File: config.mk
export PLATFORM = sky130hd
export DESIGN_NAME = landmark_pair_hashing_core_flat
export DESIGN_NICKNAME = d
export VERILOG_FILES = /design/src/rtl/core/lph_pkg.sv /design/src/rtl/core/lph_ifs.sv /design/src/rtl/core/lph_anchor_ram.sv /design/src/rtl/core/lph_pair_unit.sv /design/src/rtl/core/lph_ctrl.sv /design/src/rtl/core/landmark_pair_hashing_core.sv /design/src/flat_wrapper.sv
export SDC_FILE = /design/constraint.sdc
export NUM_CORES = 2
export LEC_CHECK = 0
export BUFFER_PORTS_ARGS = -buffer_cell sky130_fd_sc_hd__buf_2
export CORE_ASPECT_RATIO = 0.5
export CORE_MARGIN = 4
export CORE_UTILIZATION = 62
export DETAILED_ROUTE_END_ITERATION = 10
export HOLD_SLACK_MARGIN = 0.03
export PLACE_DENSITY = 0.79
export SLEW_MARGIN = 0
export SYNTH_ARGS = -nofsm -noshare
export SYNTH_HDL_FRONTEND = slang
export SYNTH_SLANG_ARGS = --single-unit
File: constraint.sdc
create_clock -name clock -period 11.6 [get_ports clock]
set_input_delay 1.16 -clock clock [delete_from_list [all_inputs] [get_ports clock]]
set_output_delay 1.16 -clock clock [all_outputs]
set_load 0.1 [all_outputs]
File: src/rtl/core/lph_pkg.sv
`timescale 1ns / 1ps
// ----------------------------------------------------------------------------
// Landmark pair hashing package
// Widths, window constants, shared types and slot arithmetic.
// ----------------------------------------------------------------------------
package lph_pkg;

   localparam int WINDOW_DEPTH = 32;
   localparam int SLOT_W       = $clog2(WINDOW_DEPTH);
   localparam int CNT_W        = $clog2(WINDOW_DEPTH + 1);
   localparam int TIME_W       = 24;
   localparam int BIN_W        = 16;
   localparam int GAP_W        = 16;
   localparam int REG_W        = 15;
   localparam int ZEND_W       = 16;
   localparam int HASH_W       = 48;
   localparam int CSR_IDX_W    = 4;

   localparam logic [CSR_IDX_W-1:0] REG_ZONE_DELAY = CSR_IDX_W'(0);
   localparam logic [CSR_IDX_W-1:0] REG_ZONE_WIDTH = CSR_IDX_W'(1);

   localparam logic [REG_W-1:0] ZONE_DELAY_RST = REG_W'(1);
   localparam logic [REG_W-1:0] ZONE_WIDTH_RST = REG_W'(32);

   typedef logic [SLOT_W-1:0] slot_type;
   typedef logic [CNT_W-1:0]  cnt_type;

   typedef struct packed {
      logic [TIME_W-1:0] frame;
      logic [BIN_W-1:0]  bin;
   } anchor_type;

   typedef struct packed {
      logic       en;
      slot_type   slot;
      anchor_type data;
   } ram_wr_type;

   typedef struct packed {
      logic [TIME_W-1:0] anchor_frame;
      logic [TIME_W-1:0] peak_frame;
      logic [REG_W-1:0]  zone_delay;
      logic [ZEND_W-1:0] zone_end;
   } pair_req_type;

   typedef struct packed {
      logic             stale;
      logic             hit;
      logic [GAP_W-1:0] gap;
   } pair_res_type;

   typedef enum logic [1:0] {
      ST_IDLE,
      ST_SCAN,
      ST_FLUSH,
      ST_STORE
   } state_type;

   function automatic slot_type slot_next(input slot_type s);
      return (s == slot_type'(WINDOW_DEPTH - 1)) ? slot_type'(0) : s + slot_type'(1);
   endfunction

   function automatic slot_type slot_add(input slot_type h, input cnt_type c);
      logic [CNT_W:0] sum;
      sum = (CNT_W + 1)'(h) + (CNT_W + 1)'(c);
      if (sum >= (CNT_W + 1)'(WINDOW_DEPTH)) begin
         sum = sum - (CNT_W + 1)'(WINDOW_DEPTH);
      end
      return sum[SLOT_W-1:0];
   endfunction

endpackage

File: src/rtl/core/lph_ifs.sv
`timescale 1ns / 1ps
// ----------------------------------------------------------------------------
// Landmark pair hashing channels
// Valid/ready channels for peak words, hash words and register writes.
// ----------------------------------------------------------------------------
interface lph_req_if import lph_pkg::*; ();
   logic              valid;
   logic              ready;
   logic [TIME_W-1:0] peak_time;
   logic [BIN_W-1:0]  peak_bin;

   modport source (output valid, peak_time, peak_bin, input ready);
   modport sink   (input valid, peak_time, peak_bin, output ready);
endinterface

interface lph_rsp_if import lph_pkg::*; ();
   logic              valid;
   logic              ready;
   logic [HASH_W-1:0] hash_word;
   logic [TIME_W-1:0] anchor_frame;
   logic              last_of_run;
   logic              anchor_lost;

   modport source (output valid, hash_word, anchor_frame, last_of_run, anchor_lost,
                   input ready);
   modport sink   (input valid, hash_word, anchor_frame, last_of_run, anchor_lost,
                   output ready);
endinterface

interface lph_csr_if import lph_pkg::*; ();
   logic                 valid;
   logic                 ready;
   logic [CSR_IDX_W-1:0] reg_index;
   logic [REG_W-1:0]     wdata;

   modport source (output valid, reg_index, wdata, input ready);
   modport sink   (input valid, reg_index, wdata, output ready);
endinterface

File: src/rtl/core/lph_anchor_ram.sv
`timescale 1ns / 1ps
// ----------------------------------------------------------------------------
// Anchor window store
// Circular anchor memory, one write and one registered read per cycle.
// ----------------------------------------------------------------------------
module lph_anchor_ram import lph_pkg::*; (
   input  logic       clock,
   input  ram_wr_type wr,
   input  logic       rd_en,
   input  slot_type   rd_slot,
   output anchor_type rd_data
);

   anchor_type mem_ff [WINDOW_DEPTH];
   anchor_type rd_data_ff;

   always_ff @(posedge clock) begin
      if (wr.en) begin
         mem_ff[wr.slot] <= wr.data;
      end
      if (rd_en) begin
         rd_data_ff <= mem_ff[rd_slot];
      end
   end

   assign rd_data = rd_data_ff;

endmodule

File: src/rtl/core/lph_pair_unit.sv
`timescale 1ns / 1ps
// ----------------------------------------------------------------------------
// Pair compare unit
// Frame gap of one anchor against the peak and zone classification.
// ----------------------------------------------------------------------------
module lph_pair_unit import lph_pkg::*; (
   input  pair_req_type pair_req,
   output pair_res_type pair_res
);

   logic [TIME_W:0]   diff;
   logic [TIME_W-1:0] gap_full;
   logic              behind;
   logic              far;
   logic              near;

   always_comb begin
      diff     = {1'b0, pair_req.peak_frame} - {1'b0, pair_req.anchor_frame};
      behind   = diff[TIME_W];    // anchor newer than peak
      gap_full = diff[TIME_W-1:0];
      far      = gap_full > TIME_W'(pair_req.zone_end);
      near     = gap_full < TIME_W'(pair_req.zone_delay);

      pair_res.stale = !behind && far;
      pair_res.hit   = !behind && !far && !near;
      pair_res.gap   = gap_full[GAP_W-1:0];
   end

endmodule

File: src/rtl/core/lph_ctrl.sv
`timescale 1ns / 1ps
// ----------------------------------------------------------------------------
// Landmark pair sequencer
// Scans the anchor window per peak, evicts leading stale anchors, holds one hash
// back to flag the last of a run, and appends the peak to the window.
// ----------------------------------------------------------------------------
module lph_ctrl import lph_pkg::*; (
   input  logic         clock,
   input  logic         reset,
   lph_req_if.sink      req,
   lph_rsp_if.source    rsp,
   lph_csr_if.sink      csr,
   output ram_wr_type   ram_wr,
   output logic         ram_rd_en,
   output slot_type     ram_rd_slot,
   input  anchor_type   ram_rd_data,
   output pair_req_type pair_req,
   input  pair_res_type pair_res
);

   state_type          state_ff, state_in;
   slot_type           head_ff, head_in;
   cnt_type            count_ff, count_in;
   logic               lost_ff, lost_in;
   logic [REG_W-1:0]   delay_ff, delay_in;
   logic [REG_W-1:0]   width_ff, width_in;
   logic [TIME_W-1:0]  frame_ff, frame_in;
   logic [BIN_W-1:0]   bin_ff, bin_in;
   logic [ZEND_W-1:0]  zend_ff, zend_in;
   cnt_type            total_ff, total_in;
   cnt_type            iss_cnt_ff, iss_cnt_in;
   slot_type           iss_slot_ff, iss_slot_in;
   logic               chk_vld_ff, chk_vld_in;
   logic               prefix_ff, prefix_in;
   logic               pend_vld_ff, pend_vld_in;
   logic [HASH_W-1:0]  pend_hash_ff, pend_hash_in;
   logic [TIME_W-1:0]  pend_anchor_ff, pend_anchor_in;
   logic               out_vld_ff, out_vld_in;
   logic [HASH_W-1:0]  out_hash_ff, out_hash_in;
   logic [TIME_W-1:0]  out_anchor_ff, out_anchor_in;
   logic               out_last_ff, out_last_in;
   logic               out_lost_ff, out_lost_in;

   logic              accept;
   logic              issue;
   logic              stall;
   logic              proc;
   logic              out_free;
   logic              lost_now;
   logic              full;
   logic [HASH_W-1:0] new_hash;

   assign pair_req.anchor_frame = ram_rd_data.frame;
   assign pair_req.peak_frame   = frame_ff;
   assign pair_req.zone_delay   = delay_ff;
   assign pair_req.zone_end     = zend_ff;

   assign full     = (count_ff == CNT_W'(WINDOW_DEPTH));
   assign lost_now = lost_ff | full;
   assign out_free = !out_vld_ff || rsp.ready;
   assign stall    = chk_vld_ff && pair_res.hit && pend_vld_ff && out_vld_ff && !rsp.ready;
   assign proc     = chk_vld_ff && !stall;
   assign new_hash = {ram_rd_data.bin, bin_ff, pair_res.gap};

   // next state
   always_comb begin
      state_in = state_ff;
      unique case (state_ff)
         ST_IDLE: begin
            if (req.valid) begin
               state_in = ST_SCAN;
            end
         end
         ST_SCAN: begin
            if ((iss_cnt_ff == total_ff) && !stall) begin
               state_in = ST_FLUSH;
            end
         end
         ST_FLUSH: begin
            if (!pend_vld_ff || out_free) begin
               state_in = ST_STORE;
            end
         end
         ST_STORE: begin
            state_in = ST_IDLE;
         end
         default: begin
            state_in = ST_IDLE;
         end
      endcase
   end

   // control outputs
   always_comb begin
      req.ready      = (state_ff == ST_IDLE);
      accept         = req.valid && (state_ff == ST_IDLE);
      issue          = (state_ff == ST_SCAN) && (iss_cnt_ff != total_ff) && !stall;
      ram_rd_en      = issue;
      ram_rd_slot    = iss_slot_ff;
      ram_wr.en      = (state_ff == ST_STORE);
      ram_wr.slot    = full ? head_ff : slot_add(head_ff, count_ff);
      ram_wr.data    = '{frame: frame_ff, bin: bin_ff};
      csr.ready      = 1'b1;
      rsp.valid        = out_vld_ff;
      rsp.hash_word    = out_hash_ff;
      rsp.anchor_frame = out_anchor_ff;
      rsp.last_of_run  = out_last_ff;
      rsp.anchor_lost  = out_lost_ff;
   end

   // datapath
   always_comb begin
      head_in        = head_ff;
      count_in       = count_ff;
      lost_in        = lost_ff;
      delay_in       = delay_ff;
      width_in       = width_ff;
      frame_in       = frame_ff;
      bin_in         = bin_ff;
      zend_in        = zend_ff;
      total_in       = total_ff;
      iss_cnt_in     = iss_cnt_ff;
      iss_slot_in    = iss_slot_ff;
      chk_vld_in     = chk_vld_ff;
      prefix_in      = prefix_ff;
      pend_vld_in    = pend_vld_ff;
      pend_hash_in   = pend_hash_ff;
      pend_anchor_in = pend_anchor_ff;
      out_vld_in     = out_vld_ff && !rsp.ready;
      out_hash_in    = out_hash_ff;
      out_anchor_in  = out_anchor_ff;
      out_last_in    = out_last_ff;
      out_lost_in    = out_lost_ff;

      if (csr.valid) begin
         unique case (csr.reg_index)
            REG_ZONE_DELAY: delay_in = csr.wdata;
            REG_ZONE_WIDTH: width_in = csr.wdata;
            default: ;
         endcase
      end

      if (accept) begin
         frame_in    = req.peak_time;
         bin_in      = req.peak_bin;
         zend_in     = ZEND_W'(delay_ff) + ZEND_W'(width_ff);
         total_in    = count_ff;
         iss_cnt_in  = '0;
         iss_slot_in = head_ff;
         prefix_in   = 1'b1;
      end

      if (issue) begin
         iss_cnt_in  = iss_cnt_ff + cnt_type'(1);
         iss_slot_in = slot_next(iss_slot_ff);
      end
      if (!stall) begin
         chk_vld_in = issue;
      end

      if (proc) begin
         // evict leading anchors that fell behind the zone
         if (prefix_ff && pair_res.stale) begin
            head_in  = slot_next(head_ff);
            count_in = count_ff - cnt_type'(1);
         end
         if (!pair_res.stale) begin
            prefix_in = 1'b0;
         end
         if (pair_res.hit) begin
            if (pend_vld_ff) begin
               out_vld_in    = 1'b1;
               out_hash_in   = pend_hash_ff;
               out_anchor_in = pend_anchor_ff;
               out_last_in   = 1'b0;
               out_lost_in   = lost_now;
            end
            pend_vld_in    = 1'b1;
            pend_hash_in   = new_hash;
            pend_anchor_in = ram_rd_data.frame;
         end
      end

      if ((state_ff == ST_FLUSH) && pend_vld_ff && out_free) begin
         out_vld_in    = 1'b1;
         out_hash_in   = pend_hash_ff;
         out_anchor_in = pend_anchor_ff;
         out_last_in   = 1'b1;
         out_lost_in   = lost_now;
         pend_vld_in   = 1'b0;
      end

      if (state_ff == ST_STORE) begin
         if (full) begin
            head_in = slot_next(head_ff);
            lost_in = 1'b1;
         end else begin
            count_in = count_ff + cnt_type'(1);
         end
      end
   end

   always_ff @(posedge clock) begin
      if (reset) begin
         state_ff    <= ST_IDLE;
         head_ff     <= '0;
         count_ff    <= '0;
         lost_ff     <= 1'b0;
         delay_ff    <= ZONE_DELAY_RST;
         width_ff    <= ZONE_WIDTH_RST;
         total_ff    <= '0;
         iss_cnt_ff  <= '0;
         chk_vld_ff  <= 1'b0;
         prefix_ff   <= 1'b0;
         pend_vld_ff <= 1'b0;
         out_vld_ff  <= 1'b0;
      end else begin
         state_ff    <= state_in;
         head_ff     <= head_in;
         count_ff    <= count_in;
         lost_ff     <= lost_in;
         delay_ff    <= delay_in;
         width_ff    <= width_in;
         total_ff    <= total_in;
         iss_cnt_ff  <= iss_cnt_in;
         chk_vld_ff  <= chk_vld_in;
         prefix_ff   <= prefix_in;
         pend_vld_ff <= pend_vld_in;
         out_vld_ff  <= out_vld_in;
      end
   end

   always_ff @(posedge clock) begin
      frame_ff       <= frame_in;
      bin_ff         <= bin_in;
      zend_ff        <= zend_in;
      iss_slot_ff    <= iss_slot_in;
      pend_hash_ff   <= pend_hash_in;
      pend_anchor_ff <= pend_anchor_in;
      out_hash_ff    <= out_hash_in;
      out_anchor_ff  <= out_anchor_in;
      out_last_ff    <= out_last_in;
      out_lost_ff    <= out_lost_in;
   end

   a_count_max: assert property (@(posedge clock) disable iff (reset)
      count_ff <= CNT_W'(WINDOW_DEPTH))
      else $error("window count above depth");

   a_issue_bound: assert property (@(posedge clock) disable iff (reset)
      iss_cnt_ff <= total_ff)
      else $error("scan read past window");

   a_idle_empty: assert property (@(posedge clock) disable iff (reset)
      (state_ff == ST_IDLE) |-> (!pend_vld_ff && !chk_vld_ff))
      else $error("held hash or read left over at idle");

   a_store_flushed: assert property (@(posedge clock) disable iff (reset)
      (state_ff == ST_STORE) |-> !pend_vld_ff)
      else $error("store with held hash");

   a_idle_window: assert property (@(posedge clock) disable iff (reset)
      (state_ff == ST_IDLE && !req.valid) |=> ($stable(count_ff) && $stable(head_ff)))
      else $error("window moved while idle");

endmodule

File: src/rtl/core/landmark_pair_hashing_core.sv
`timescale 1ns / 1ps
// The first hash of a peak waits in the pending register until the next hit or the flush moves it out.
// A new peak is accepted only in idle, after the previous peak is stored; the scan
//   reads one anchor per cycle, unless stalled, from the single-read anchor memory.
// A stalled result side holds the scan only when a second hash is ready.
// Reset (synchronous): window empty, sticky flag clear, zone_delay 1, zone_width 32.
// ----------------------------------------------------------------------------
// Landmark pair hashing core
// Pairs each incoming peak with in-zone anchors and emits 48-bit hash words.
// ----------------------------------------------------------------------------
module landmark_pair_hashing_core import lph_pkg::*; (
   input  logic      clock,
   input  logic      reset,
   lph_req_if.sink   req_if,
   lph_rsp_if.source rsp_if,
   lph_csr_if.sink   csr_if
);

   ram_wr_type   ram_wr;
   logic         ram_rd_en;
   slot_type     ram_rd_slot;
   anchor_type   ram_rd_data;
   pair_req_type pair_req;
   pair_res_type pair_res;

   lph_ctrl u_ctrl (
      .clock       (clock),
      .reset       (reset),
      .req         (req_if),
      .rsp         (rsp_if),
      .csr         (csr_if),
      .ram_wr      (ram_wr),
      .ram_rd_en   (ram_rd_en),
      .ram_rd_slot (ram_rd_slot),
      .ram_rd_data (ram_rd_data),
      .pair_req    (pair_req),
      .pair_res    (pair_res)
   );

   lph_anchor_ram u_ram (
      .clock   (clock),
      .wr      (ram_wr),
      .rd_en   (ram_rd_en),
      .rd_slot (ram_rd_slot),
      .rd_data (ram_rd_data)
   );

   lph_pair_unit u_pair (
      .pair_req (pair_req),
      .pair_res (pair_res)
   );

endmodule
File: src/flat_wrapper.sv
// flat-port wrapper written by rule: the top's interface ports become plain ports
module landmark_pair_hashing_core_flat import lph_pkg::*;
  (clock, reset, req_if_valid, req_if_peak_time, req_if_peak_bin, req_if_ready, rsp_if_valid, rsp_if_hash_word, rsp_if_anchor_frame, rsp_if_last_of_run, rsp_if_anchor_lost, rsp_if_ready, csr_if_valid, csr_if_reg_index, csr_if_wdata, csr_if_ready);
  lph_req_if req_if_i ();
  lph_rsp_if rsp_if_i ();
  lph_csr_if csr_if_i ();
  input  logic clock;
  input  logic reset;
  input wire logic [$bits(req_if_i.valid)-1:0] req_if_valid;
  input wire logic [$bits(req_if_i.peak_time)-1:0] req_if_peak_time;
  input wire logic [$bits(req_if_i.peak_bin)-1:0] req_if_peak_bin;
  output wire logic [$bits(req_if_i.ready)-1:0] req_if_ready;
  output wire logic [$bits(rsp_if_i.valid)-1:0] rsp_if_valid;
  output wire logic [$bits(rsp_if_i.hash_word)-1:0] rsp_if_hash_word;
  output wire logic [$bits(rsp_if_i.anchor_frame)-1:0] rsp_if_anchor_frame;
  output wire logic [$bits(rsp_if_i.last_of_run)-1:0] rsp_if_last_of_run;
  output wire logic [$bits(rsp_if_i.anchor_lost)-1:0] rsp_if_anchor_lost;
  input wire logic [$bits(rsp_if_i.ready)-1:0] rsp_if_ready;
  input wire logic [$bits(csr_if_i.valid)-1:0] csr_if_valid;
  input wire logic [$bits(csr_if_i.reg_index)-1:0] csr_if_reg_index;
  input wire logic [$bits(csr_if_i.wdata)-1:0] csr_if_wdata;
  output wire logic [$bits(csr_if_i.ready)-1:0] csr_if_ready;
  assign req_if_i.valid = req_if_valid;
  assign req_if_i.peak_time = req_if_peak_time;
  assign req_if_i.peak_bin = req_if_peak_bin;
  assign req_if_ready = req_if_i.ready;
  assign rsp_if_valid = rsp_if_i.valid;
  assign rsp_if_hash_word = rsp_if_i.hash_word;
  assign rsp_if_anchor_frame = rsp_if_i.anchor_frame;
  assign rsp_if_last_of_run = rsp_if_i.last_of_run;
  assign rsp_if_anchor_lost = rsp_if_i.anchor_lost;
  assign rsp_if_i.ready = rsp_if_ready;
  assign csr_if_i.valid = csr_if_valid;
  assign csr_if_i.reg_index = csr_if_reg_index;
  assign csr_if_i.wdata = csr_if_wdata;
  assign csr_if_ready = csr_if_i.ready;
  landmark_pair_hashing_core u_core (.clock(clock), .reset(reset), .req_if(req_if_i), .rsp_if(rsp_if_i), .csr_if(csr_if_i));
endmodule
==> load_flow_metrics.sql <==
INSERT INTO impl_metrics (metric_group, metric, value, unit) VALUES
('critical_path', 'critical_path_peak_fanout', '52', ''),
('clocking', 'ctsResizeCount', '0', ''),
('power_and_ir_drop', 'irDropWorstVdd', '148', 'uV'),
('clocking', 'cts_max_path_buffers', '3', ''),
('clocking', 'clk_latency', '0.77', 'ns'),
('synth', 'mappedNetlistNets', '3682', ''),
('final_layout', 'final_design_instance_area_without_fill', '69400', 'um2'),
('synth', 'synth_top_area_cell', 'edfxtp_1', ''),
('critical_path', 'crit_path_end_kind', 'flop', ''),
('placed_design', 'finalWeightedCongestion', '0.875', ''),
('clocking', 'cts_inserted_buffers', '134', ''),
('sta', 'max_slew_margin', '0.193', ''),
('critical_path', 'critical_path.startpoint_type', 'flop', ''),
('placed_design', 'placed_cell_area', '65000', 'um2'),
('synth', 'seq_area_frac_synth', '0.753', ''),
('grt', 'antenna_found_initial', '10', ''),
('detailed_routing', 'drt-wirelength-per-cell', '29.7', 'um'),
('floorplanning', 'fp.dieW', '457', 'um'),
('clocking', 'tritoncts_clock_tree', 'built', ''),
('detailed_routing', 'via_per_inst', '6.69', ''),
('floorplanning', 'ios', '141', ''),
('floorplanning', 'dieHeight', '233', 'um'),
('power_and_ir_drop', 'power_density', '193', 'nW/um2'),
('synth', 'post_synth_and_or_nand_nor_area_fraction', '0.0328', ''),
('detailed_routing', 'antenna_violating_nets_post_route', '0', ''),
('detailed_routing', 'routed_wl', '153000', 'um'),
('critical_path', 'timing_worst_setup_path_type', 'reg2reg', ''),
('synth', 'synth_area_in_compound_gates', '0.0603', ''),
('synth', 'synth_top_flop_cell', 'edfxtp_1', ''),
('grt', 'grt_util_all_layers', '0.288', ''),
('sta', 'final_max_slew_viol_count', '0', ''),
('power_and_ir_drop', 'cellLeakagePower', '23.0', 'nW'),
('synth', 'most_common_cell_in_the_netlist', 'edfxtp_1', ''),
('floorplanning', 'num_rows', '82', ''),
('sta', 'timing.setup.tns', '0', 'ns'),
('synth', 'synthXorXnorAreaFrac', '0.00574', ''),
('sta', 'timing_worst_slew_pin_value', '1.21', 'ns'),
('grt', 'first_pass_grt_wire_length', '222000', 'um'),
('floorplanning', 'core', '100000', 'um2'),
('synth', 'synth_cells', '3531', ''),
('run', 'cap_viol_max_count', '0', ''),
('grt', 'number_of_global_route_vias_before_repair', '34116', ''),
('critical_path', 'critical_path.slowest_cell', 'edfxtp_1', ''),
('outcome', 'run_status', 'complete, no violations', ''),
('clocking', 'worst_setup_hold_path_clk_slew', '0.07', 'ns'),
('detailed_routing', 'via_count', '34437', ''),
('detailed_routing', 'first_iter_violations', '5007', ''),
('critical_path', 'cpLargestDelayFamily', 'compound AO/OA/AOI/OAI gates', ''),
('clocking', 'cts.htree.levels', '4', ''),
('detailed_routing', 'drc', '0', ''),
('sta', 'clock.fmax', '0.132', 'GHz'),
('critical_path', 'cp.required', '11.97', 'ns'),
('clocking', 'postCtsSetupBuffers', '0', ''),
('sta', 'setup-violations-final', '0', ''),
('final_layout', 'utilization', '0.693', ''),
('synth', 'postSynthAreaPerCell', '17.7', 'um2'),
('critical_path', 'reg2reg_slack', '4.03', 'ns'),
('synth', 'synth.top_cell.area_share', '0.733', ''),
('placed_design', 'post-place-ws', '4.10', 'ns'),
('synth', 'yosys_register_bits', '1587', ''),
('floorplanning', 'design.die.area', '106000', 'um2'),
('synth', 'synth_top_family_by_area', 'multiplexers', ''),
('synth', 'synth-async-reset-ratio', '0', ''),
('synth', 'synth_area', '62500', 'um2'),
('synth', 'yosys.area_share.adder', '0.0178', ''),
('clocking', 'cts.hold.buffers_added', '0', ''),
('clocking', 'clockRootBuffer', 'clkbuf_16', ''),
('floorplanning', 'start_util', '0.625', ''),
('synth', 'synthDistinctLibCells', '77', ''),
('critical_path', 'worstPathBufferInverterCount', '2', ''),
('hold_path', 'hp-start', 'u_core.u_ctrl.pend_hash_ff[24]', '');
[cell usage in the layout (no fill, tap or decap), types with 58 or more instances in the layout]
cell type	synthesis	final
mux2i_1	262	262
o221ai_1	122	122
buf_2	2	139
a21oi_1	196	194
mux2_2	83	83
mux4_2	160	160
ha_1	84	84
dfxtp_1	61	61
clkbuf_16	0	140
nor2_1	98	66
edfxtp_1	1526	1526
o21ai_0	150	150
nand2_1	252	251
buf_4	2	58
inv_1	76	75
[stage by stage]
stage / total power, mW / hold slack (ns) / cells
after global routing: 13.8 / 0.421 / 5145
final: 13.4 / 0.420 / 5148
after CTS: 13.4 / 0.420 / 5145
after detailed placement: 8.93 / 0.405 / 4906
after floorplan: 8.28 / 0.400 / 3531
after global placement: 8.85 / 0.402 / 4906
[power by group]
part	switching [mW]	internal, mW
sequential	0.247	6.61
clock	2.00	2.49
combinational	1.25	0.753
total	3.49	9.86
[sequential cells by signal, indices dropped and copies added (netlist names), 16 cells and up]
signal	flops
u_core.u_ctrl.pend_hash_ff	48
u_core.u_ram.mem_ff	1280
u_core.u_ctrl.rsp.anchor_frame	24
u_core.u_ctrl.pend_anchor_ff	24
u_core.u_ctrl.bin_ff	16
u_core.u_ram.rd_data	40
u_core.u_ctrl.frame_ff	24
u_core.u_ctrl.zend_ff	16
u_core.u_ctrl.rsp.hash_word	48
[metal layers]
metal	vias up	share of wire	track usage
li1	14400	-	-
met1	17304	0.38	0.415
met2	2412	0.45	0.436
met3	311	0.13	0.0764
met4	10	0.030	0.0967
met5	-	0.00052	0
[cell type report]
class,count,area (um2)
inverter,77,290
clock buffer,169,3660
sequential,1587,47000
tap,1344,1680
antenna,3,7.51
clock inverter,70,684
timing repair buffer,201,1210
fill,5906,30700
multi-input combinational,1697,14800
[worst max-delay path by stage]
stage / from / end / slack [ns] / depth (start not counted)
after global placement: u_core.u_ctrl.frame_ff[0] / u_core.u_ctrl.pend_hash_ff[29] / 4.31 / 20
final: u_core.u_ctrl.frame_ff[0] / u_core.u_ctrl.rsp.hash_word[26] / 4.03 / 20
after CTS: u_core.u_ctrl.frame_ff[0] / u_core.u_ctrl.rsp.hash_word[23] / 4.06 / 20
after floorplan: u_core.u_ctrl.frame_ff[0] / u_core.u_ctrl.rsp.anchor_frame[0] / 3.09 / 20
after detailed placement: u_core.u_ctrl.frame_ff[0] / u_core.u_ctrl.rsp.hash_word[41] / 4.10 / 20
after global routing: u_core.u_ctrl.frame_ff[0] / u_core.u_ctrl.rsp.hash_word[37] / 3.59 / 20
[worst register-to-register path, stage by stage, from the launching register on]
cell	delay, ns
edfxtp_1	0.94
inv_1	0.36
ha_1	0.32
fa_1	0.40
nand2b_1	0.18
a21oi_1	0.36
o21a_1	0.25
a21oi_1	0.10
xnor2_1	0.30
ha_1	0.30
and2_1	0.15
a221o_1	0.29
a221oi_1	0.28
nor2_1	0.06
a211o_1	0.30
nor2_1	0.11
nand4_1	0.13
a21o_1	0.21
or3_1	0.51
a21oi_4	0.82
buf_4	0.78
[kinds of logic (layout without fill, tap and decap cells)]
logic type / count (synthesis) / in the layout
buf+inv: 247 / 517
mux: 507 / 507
simple gates: 462 / 462
compound gates: 599 / 599
fa+ha+maj: 87 / 87
xor+xnor: 41 / 41
flops: 1587 / 1587
other cells: 1 / 4
Note: power is estimated with default switching activity, not from simulation.
